===== src/hw/rtl/mrc_pkg.sv =====
`timescale 1ns / 1ps
`default_nettype none
// ----------------------------------------------------------------------------
// mrc_pkg: shared types and constants
// Port codes, register indexes, sequencer states and sizes for the mesh
// route compute unit.
// ----------------------------------------------------------------------------
package mrc_pkg;

    localparam int MeshXMaxDef  = 8;
    localparam int MeshYMaxDef  = 8;
    localparam int CostWidthDef = 16;
    localparam int OccWidthDef  = 8;

    localparam logic [2:0] P_LOCAL = 3'd0;
    localparam logic [2:0] P_EAST  = 3'd1;
    localparam logic [2:0] P_WEST  = 3'd2;
    localparam logic [2:0] P_NORTH = 3'd3;
    localparam logic [2:0] P_SOUTH = 3'd4;

    localparam logic [1:0] REG_MODE  = 2'd0;
    localparam logic [1:0] REG_YSIZE = 2'd1;

    localparam logic [1:0] MODE_DOR    = 2'd1;
    localparam logic [1:0] MODE_GREEDY = 2'd2;
    localparam logic [1:0] MODE_MINC   = 2'd3;

    localparam logic [1:0] DIR_EAST  = 2'd0;
    localparam logic [1:0] DIR_WEST  = 2'd1;
    localparam logic [1:0] DIR_NORTH = 2'd2;
    localparam logic [1:0] DIR_SOUTH = 2'd3;

    typedef enum logic [3:0] {
        S_IDLE, S_CLEAR, S_DIV, S_DECIDE, S_RD, S_ACC, S_DONE
    } t_state;

endpackage
`default_nettype wire


===== src/hw/rtl/mrc_divider.sv =====
`timescale 1ns / 1ps
`default_nettype none
// ----------------------------------------------------------------------------
// mrc_divider: restoring divider
// Splits a 6-bit destination id by a 4-bit divisor, one quotient bit a cycle.
// ----------------------------------------------------------------------------
module mrc_divider (
    input  wire logic       i_clk,
    input  wire logic       i_rst_n,
    input  wire logic       i_start,
    input  wire logic [5:0] i_dividend,
    input  wire logic [3:0] i_divisor,
    output logic            o_busy,
    output logic [5:0]      o_quot,
    output logic [3:0]      o_rem
);
    import mrc_pkg::*;

    logic [2:0] r_cnt, n_cnt;
    logic       r_busy, n_busy;
    logic [5:0] r_q, n_q;
    logic [4:0] r_r, n_r;
    logic [3:0] r_d;
    logic [4:0] w_sh;
    logic [5:0] w_diff;

    // one shift/subtract step
    always_comb begin
        w_sh   = {r_r[3:0], r_q[5]};
        w_diff = {1'b0, w_sh} - {2'b0, r_d};
        n_busy = r_busy;
        n_cnt  = r_cnt;
        n_q    = r_q;
        n_r    = r_r;
        if (i_start) begin
            n_busy = 1'b1;
            n_cnt  = 3'd0;
            n_q    = i_dividend;
            n_r    = 5'd0;
        end else if (r_busy) begin
            if (w_diff[5]) begin
                n_r = w_sh;
                n_q = {r_q[4:0], 1'b0};
            end else begin
                n_r = w_diff[4:0];
                n_q = {r_q[4:0], 1'b1};
            end
            n_cnt = r_cnt + 3'd1;
            if (r_cnt == 3'd5) n_busy = 1'b0;
        end
    end

    always_ff @(posedge i_clk) begin
        if (!i_rst_n) begin
            r_busy <= 1'b0;
            r_cnt  <= 3'd0;
        end else begin
            r_busy <= n_busy;
            r_cnt  <= n_cnt;
        end
        r_q <= n_q;
        r_r <= n_r;
        if (i_start) r_d <= i_divisor;
    end

    assign o_busy = r_busy;
    assign o_quot = r_q;
    assign o_rem  = r_r[3:0];
endmodule
`default_nettype wire


===== config.mk =====
export PLATFORM = sky130hd
export DESIGN_NAME = mrc_divider
export DESIGN_NICKNAME = d
export VERILOG_FILES = /design/src/hw/rtl/mrc_pkg.sv /design/src/hw/rtl/mrc_divider.sv
export SDC_FILE = /design/constraint.sdc
export NUM_CORES = 1
export LEC_CHECK = 0
export ABC_AREA = 1
export BUFFER_PORTS_ARGS = -buffer_cell sky130_fd_sc_hd__buf_2
export CORE_ASPECT_RATIO = 0.75
export CORE_UTILIZATION = 50
export CTS_CLUSTER_SIZE = 14
export DETAILED_ROUTE_END_ITERATION = 6
export GPL_TIMING_DRIVEN = 0
export MAX_ROUTING_LAYER = met4
export PLACE_DENSITY = 0.76
export SLEW_MARGIN = 30
export SYNTH_ARGS = -nofsm -noshare
export SYNTH_HDL_FRONTEND = slang
export SYNTH_SLANG_ARGS = --single-unit

===== constraint.sdc =====
create_clock -name i_clk -period 1.9 [get_ports i_clk]
set_input_delay 0.095 -clock i_clk [delete_from_list [all_inputs] [get_ports i_clk]]
set_output_delay 0.095 -clock i_clk [all_outputs]
set_load 0.1 [all_outputs]

==> results of run 1 <==
## metrics by stage
step	cell area [um2]	setup slack (ps)	power [mW]	TNS (ps)
4_1_cts	1140	405	1.04	0
5_1_grt	1140	326	1.08	0
3_5_place_dp	1080	431	0.834	0
3_3_place_gp	1080	420	0.825	0
6_report	1140	416	1.03	0
2_1_floorplan	936	-143	0.767	-267
## placed cells by master (no fill, tap or decap), types with 2 or more instances in the layout
cell           count
nand2_1           34
xnor2_1            2
edfxtp_1          10
inv_1             15
clkbuf_4           3
dlygate4sd3_1      4
ha_1               5
nand3_2            2
a31oi_1            2
dfxtp_2            2
nand2_2            2
nand4_1            3
nand3_1            4
buf_2             23
inv_2              2
dfxtp_1            6
nor2_1             4
## registers in the layout (all words and copies together), names as in the netlist
| signal | cells |
|---|---|
| r_r | 4 |
| o_quot | 6 |
| o_busy | 1 |
| r_cnt | 3 |
| r_d | 4 |
## layer usage
metal,up-vias,share of wire [%]
met3,4,6.2
met1,361,43
met4,0,1.2
li1,396,-
met2,30,50
met5,-,0
## power by group through the flow
stage          logic [mW]  registers (mW)  clock network [mW]
6_report            0.361           0.471               0.200
5_1_grt             0.387           0.475               0.217
4_1_cts             0.362           0.471               0.210
3_5_place_dp        0.355           0.479                   0
3_3_place_gp        0.346           0.478                   0
2_1_floorplan       0.122           0.645                   0
## what timing repair did
action,4_1_cts,5_1_grt
hold buffers,4,0
hold endpoints to repair,4,0
setup buffers,0,0
## kinds of logic after synthesis
family,after synthesis
flip-flops,18
XOR/XNOR,2
AO/OA/AOI/OAI,6
buffers and inverters,18
adder cells (fa/ha/maj),7
AND/OR/NAND/NOR,53
## cell type report
| cell class | count | area share [%] |
|---|---|---|
| repair buffers | 27 | 13.6 |
| multi-input cells | 68 | 34.8 |
| flip-flops and latches | 18 | 40.4 |
| inverters | 17 | 5.57 |
| clock buffers | 4 | 2.30 |
| well taps | 22 | 2.40 |
| plain buffers | 1 | 0.984 |
## tightest hold or removal path, cell delays in order
cell and delay [ps]:
buf_2 110, nand2_1 50, a31oi_1 40
## worst paths after layout
check | slack, ps | cells after the start | to | startpoint
worst max-delay path | 420 | 8 | r_r[2] | o_quot[5]
worst min-delay path | 40 | 3 | o_busy | i_rst_n
worst max register to register | 420 | 8 | r_r[2] | o_quot[5]
worst min register to register | 500 | 2 | r_r[2] | r_r[2]
==> impl_metrics.py, run 1 <==
metrics = {
    "global_routing": {
        "busiest_layer": "met2",
        "grt_pass1_wl_mm": 2.88,
        "grt_antenna_before_repair": 0,
        "use_met3_pct": 6.98,
        "grt_max_degree": 12,
        "grt_overflow": 0,
        "grtUsageMet1_pct": 24.3,
        "track_usage_pct": 21.5,
        "use_met2_pct": 34.9,
        "grt_pass1_vias": 682,
    },
    "yosys": {
        "ys_seq_area_share_pct": 49.5,
        "yosysMostFrequentCell": "nand2_1",
        "syn_area_per_cell_um2": 8.95,
        "synth_top_family_by_area": "simple AND/OR/NAND/NOR gates",
        "syn_inst": 104,
        "synthAdderAreaFrac_pct": 10.2,
        "ys.flop_type": "edfxtp_1",
        "synth_mux_area_share_pct": 0,
        "ys_warn_count": 0,
        "synth_compound_area_share_pct": 4.17,
        "ys_async_sr_fraction_pct": 0,
        "netlist.area_leader.share_pct": 32.3,
        "synthesis.nets": 124,
        "synth-simple-area-share_pct": 26.2,
        "synth.distinct_cells": 23,
        "synth_edf_count": 10,
        "netlist_top_cells_count": "nand2_1 (34), inv_1 (16), edfxtp_1 (10)",
        "synth_area_leaders": "edfxtp_1 (32%), dfxtp_1 (17%), nand2_1 (14%), ha_1 (8.1%), inv_1 (6.5%)",
        "synth_seq_cells": 18,
        "syn_area_um2": 931,
        "synthXorXnorAreaFrac_pct": 1.88,
        "synth_top_cell_by_area": "edfxtp_1",
    },
    "sta": {
        "grt_setup_unrepaired": "false",
        "worst_hold_slack_ps": 40.2,
        "report.final.setup_viol": 0,
        "finalClockSkew_ps": 3.92,
        "hold_viol_final": 0,
        "min_period_ps": 1480,
        "relSlewSlack_pct": 67.7,
        "tightestPinTransition_ps": 488,
        "fin_crit_sh_pct": 78.1,
        "final_max_slew_viol_count": 0,
        "fmax_mhz": 674,
    },
    "drt": {
        "drc": 0,
        "drt-total-wl_mm": 1.86,
        "detail-route-antenna-nets": 0,
        "vias": 791,
        "first_pass_iters": 4,
        "drt-wirelength-per-cell_um": 11.8,
        "viasPerCell": 5.04,
        "drt_iter0_drc": 24,
    },
    "final_layout": {
        "multi_input_area_um2": 398,
        "final_core_util_pct": 65.8,
        "finalNonFillerCells": 157,
        "n_antenna_cell": 0,
        "seqCellArea_um2": 463,
        "finalNetCount": 156,
        "drive_gt1_share_pct": 28.9,
        "fillers": 141,
        "syn2layout_area_growth_pct": 23.0,
    },
    "setup_path": {
        "cp_max_fo": 3,
        "crit_family": "adder cells",
        "worst-path-buf-inv": 2,
        "crit_chain": "inv_1 > ha_2 > inv_2 > fa_1 > xnor2_1 > nand2_1 > nand3_1 > nand2_1",
        "cpMostUsedCell": "nand2_1",
        "startpoint_type": "register",
        "cp-end-kind": "register",
        "cpMaxStageDelayCell": "edfxtp_1",
        "crit_type": "register to register",
        "required_ps": 2100,
        "crit_path_max_incr_delay_ps": 390,
        "cp_data_arrival_time_ps": 1680,
    },
    "power": {
        "p_sw_mw": 0.415,
        "intPower_mw": 0.617,
        "power.clock.fraction_pct": 19.4,
        "netSwitchingFraction_pct": 40.2,
        "seqPwrFrac_pct": 45.6,
        "powerDensity_nw_per_um2": 902,
        "p_leak_nw": 0.576,
        "ir_drop_mv": 0.575,
        "p_comb_share_pct": 35.0,
    },
    "clocking": {
        "cts_root_buf": "clkbuf_4",
        "htreeDepth": 1,
        "cts-buffers-inserted": 3,
        "clock_latency_ps": 300,
        "cts_resized": 0,
        "cts.path.max_buffers": 2,
        "cts.sinks": 18,
        "clkTransAtPathRegs_ps": 100,
        "cts_tree": "done",
    },
    "placement": {
        "place_inst": 149,
        "placement.io_buffers": 23,
        "gp_congestion": 0.893,
        "post-dp-hpwl_mm": 1.42,
    },
    "floorplan": {
        "initial_core_util_pct": 53.5,
        "rows": 13,
        "io-pin-count": 24,
        "core_area_um2": 1740,
        "die_x_um": 51.8,
        "die-area_um2": 2040,
        "die_h_um": 39.4,
    },
    "run_status": {
        "outcome": "complete, no violations",
    },
    "run": {
        "cap_viol_max_count": 0,
    },
    "hold_path": {
        "holdCritPathClass": "input port to register",
    },
}
(Power assumes the default switching activity.)
==> inputs of run 2 (changes only) <==
- CORE_UTILIZATION: 50 -> 46
- PLACE_DENSITY: 0.76 -> 0.74
- clock period: 1.9 -> 1.3 ns (I/O delays scaled with it)
==> impl_metrics.py, run 2 (synthesis gave the netlist of run 1 again) <==
metrics = {
    "setup_path": {
        "cpMostUsedCell": "nand2_1",
        "crit_chain": "inv_2 > ha_4 > inv_4 > fa_2 > xnor2_2 > nand2_1 > nand3_1 > nand2_1",
        "startpoint_type": "register",
        "required_ps": 1480,
        "crit_path_max_incr_delay_ps": 400,
        "cp-end-kind": "register",
        "crit_type": "register to register",
        "reg2reg_to": "r_r[2]",
        "reg2reg_from": "o_quot[5]",
        "worst-r2r-cell-count": 8,
        "cpMaxStageDelayCell": "edfxtp_1",
        "cp_data_arrival_time_ps": 1660,
        "rrSetupSlack_ps": -180,
        "cp_max_fo": 2,
    },
    "sta": {
        "fmax_mhz": 676,
        "relSlewSlack_pct": 67.6,
        "min_period_ps": 1480,
        "finalClockSkew_ps": 8.48,
        "tightestPinTransition_ps": 490,
        "final_max_slew_viol_count": 0,
        "worst_slack_ps": -179,
        "fin_crit_sh_pct": 114,
        "report.final.setup_viol": 4,
        "grt_setup_unrepaired": "true",
        "hold_viol_final": 0,
    },
    "final_layout": {
        "finalNonFillerCells": 162,
        "finalNetCount": 161,
        "n_antenna_cell": 0,
        "largest_reg_flops": 6,
        "syn2layout_area_growth_pct": 36.2,
        "final_cell_mix": "nand2_1 (31), buf_2 (22), inv_1 (10), edfxtp_1 (10), inv_2 (6)",
        "drive_gt1_share_pct": 42.1,
        "final_common_cell": "nand2_1",
    },
    "power": {
        "intPower_mw": 0.952,
        "p_sw_mw": 0.630,
        "netSwitchingFraction_pct": 39.8,
        "power.clock.fraction_pct": 17.4,
        "ir_drop_mv": 0.856,
        "seqPwrFrac_pct": 43.7,
        "p_comb_share_pct": 38.9,
        "powerDensity_nw_per_um2": 1250,
        "p_leak_nw": 0.600,
    },
    "drt": {
        "wl_met3_um": 143,
        "viasPerCell": 4.87,
        "drc": 0,
        "detail-route-antenna-nets": 0,
        "vias": 789,
        "top_layer_used": "met4",
        "route.met2.wl_um": 861,
        "drt-met1-wl_um": 838,
        "drt-total-wl_mm": 1.87,
        "first_pass_iters": 4,
        "drt-wirelength-per-cell_um": 11.5,
        "drt_iter0_drc": 18,
    },
    "hold_path": {
        "holdCritPathClass": "input port to register",
        "worstHoldEndpoint": "o_quot[1]",
        "hp-start": "i_dividend[1]",
        "hold_path_depth": 3,
    },
    "clocking": {
        "cts-buffers-inserted": 3,
        "cts.path.max_buffers": 2,
        "clock_latency_ps": 290,
        "cts_tree": "done",
        "htreeDepth": 1,
        "clkTransAtPathRegs_ps": 100,
        "cts.sinks": 18,
        "cts_root_buf": "clkbuf_4",
    },
    "global_routing": {
        "track_usage_pct": 18.8,
        "grt_antenna_before_repair": 0,
        "grt_pass1_vias": 636,
        "grt_max_degree": 12,
        "grt_pass1_wl_mm": 2.68,
        "grt_overflow": 0,
    },
    "floorplan": {
        "io-pin-count": 24,
        "core_area_um2": 1820,
        "die-area_um2": 2210,
        "initial_core_util_pct": 51.1,
        "die_h_um": 41.0,
        "die_x_um": 53.9,
        "rows": 13,
    },
    "placement": {
        "place_ws_ps": -223,
        "place_inst": 149,
        "post-dp-hpwl_mm": 1.23,
        "placement.io_buffers": 23,
        "gp_congestion": 0.813,
    },
    "run_status": {
        "failed_checks": "setup timing",
        "outcome": "finished with violations",
    },
    "run": {
        "cap_viol_max_count": 0,
    },
}
==> run 2: changes by cell type in the layout (fill, tap and decap cells not counted), sizes merged <==
cell / change
buf: +3
clkbuf: +1
dlygate4sd3: +1
==> run 2: worst max-delay path, delay by kind of cell (launching register included) <==
kind,cells,cell delay [ps]
xor+xnor,1,130
buf+inv,2,120
fa+ha+maj,2,480
simple gates,3,230
flops,1,400
==> run 2: routing by layer <==
| metal | track usage, % | up-vias |
|---|---|---|
| li1 | - | 407 |
| met4 | 8.55 | 0 |
| met1 | 23.3 | 343 |
| met2 | 28.7 | 35 |
| met3 | 5.56 | 4 |
| met5 | - | - |
==> run 2: how the worst max path moves through the flow <==
stage               startpoint  slack [ps]  endpoint
finish               o_quot[5]        -180    r_r[2]
global route         o_quot[5]        -240    r_r[2]
CTS                  o_quot[5]        -180    r_r[2]
detailed placement   o_quot[5]        -220    r_r[2]
global placement     o_quot[5]        -210    r_r[2]
floorplan            o_quot[5]        -740    r_r[1]
==> run 2: layout make-up <==
class	instances	area, um2
Clock buffer	4	26.3
Sequential cell	18	468
Multi-Input combinational cell	68	470
Timing Repair Buffer	32	198
Tap cell	22	27.5
Fill cell	140	554
Buffer	1	11.3
Inverter	17	66.3
==> run 2: power groups by stage <==
stage	registers [mW]	logic [mW]	clock network [mW]
floorplan	0.944	0.178	0
CTS	0.690	0.567	0.288
finish	0.692	0.615	0.276
detailed placement	0.697	0.513	0
global placement	0.697	0.505	0
global route	0.698	0.650	0.318
==> run 2: timing repair <==
action,in CTS,in global routing
gates resized for setup,11,8
hold buffers,5,0
hold endpoints to repair,5,0
setup buffers,3,1
setup endpoints to repair,4,13
pin swaps,8,3
==> run 2: metrics by stage <==
| step | TNS [ps] | hold WS, ps | util (%) | power, mW | cell area [um2] |
|---|---|---|---|---|---|
| after detailed placement | -458 | 243 | 59.5 | 1.21 | 1080 |
| after floorplan | -2790 | 164 | - | 1.12 | 941 |
| after CTS | -415 | 35.8 | 67.4 | 1.55 | 1230 |
| after global routing | -736 | 37.4 | 69.6 | 1.67 | 1270 |
| after global placement | -386 | 241 | 59.5 | 1.20 | 1080 |
| final | -412 | 36.9 | 69.6 | 1.58 | 1270 |
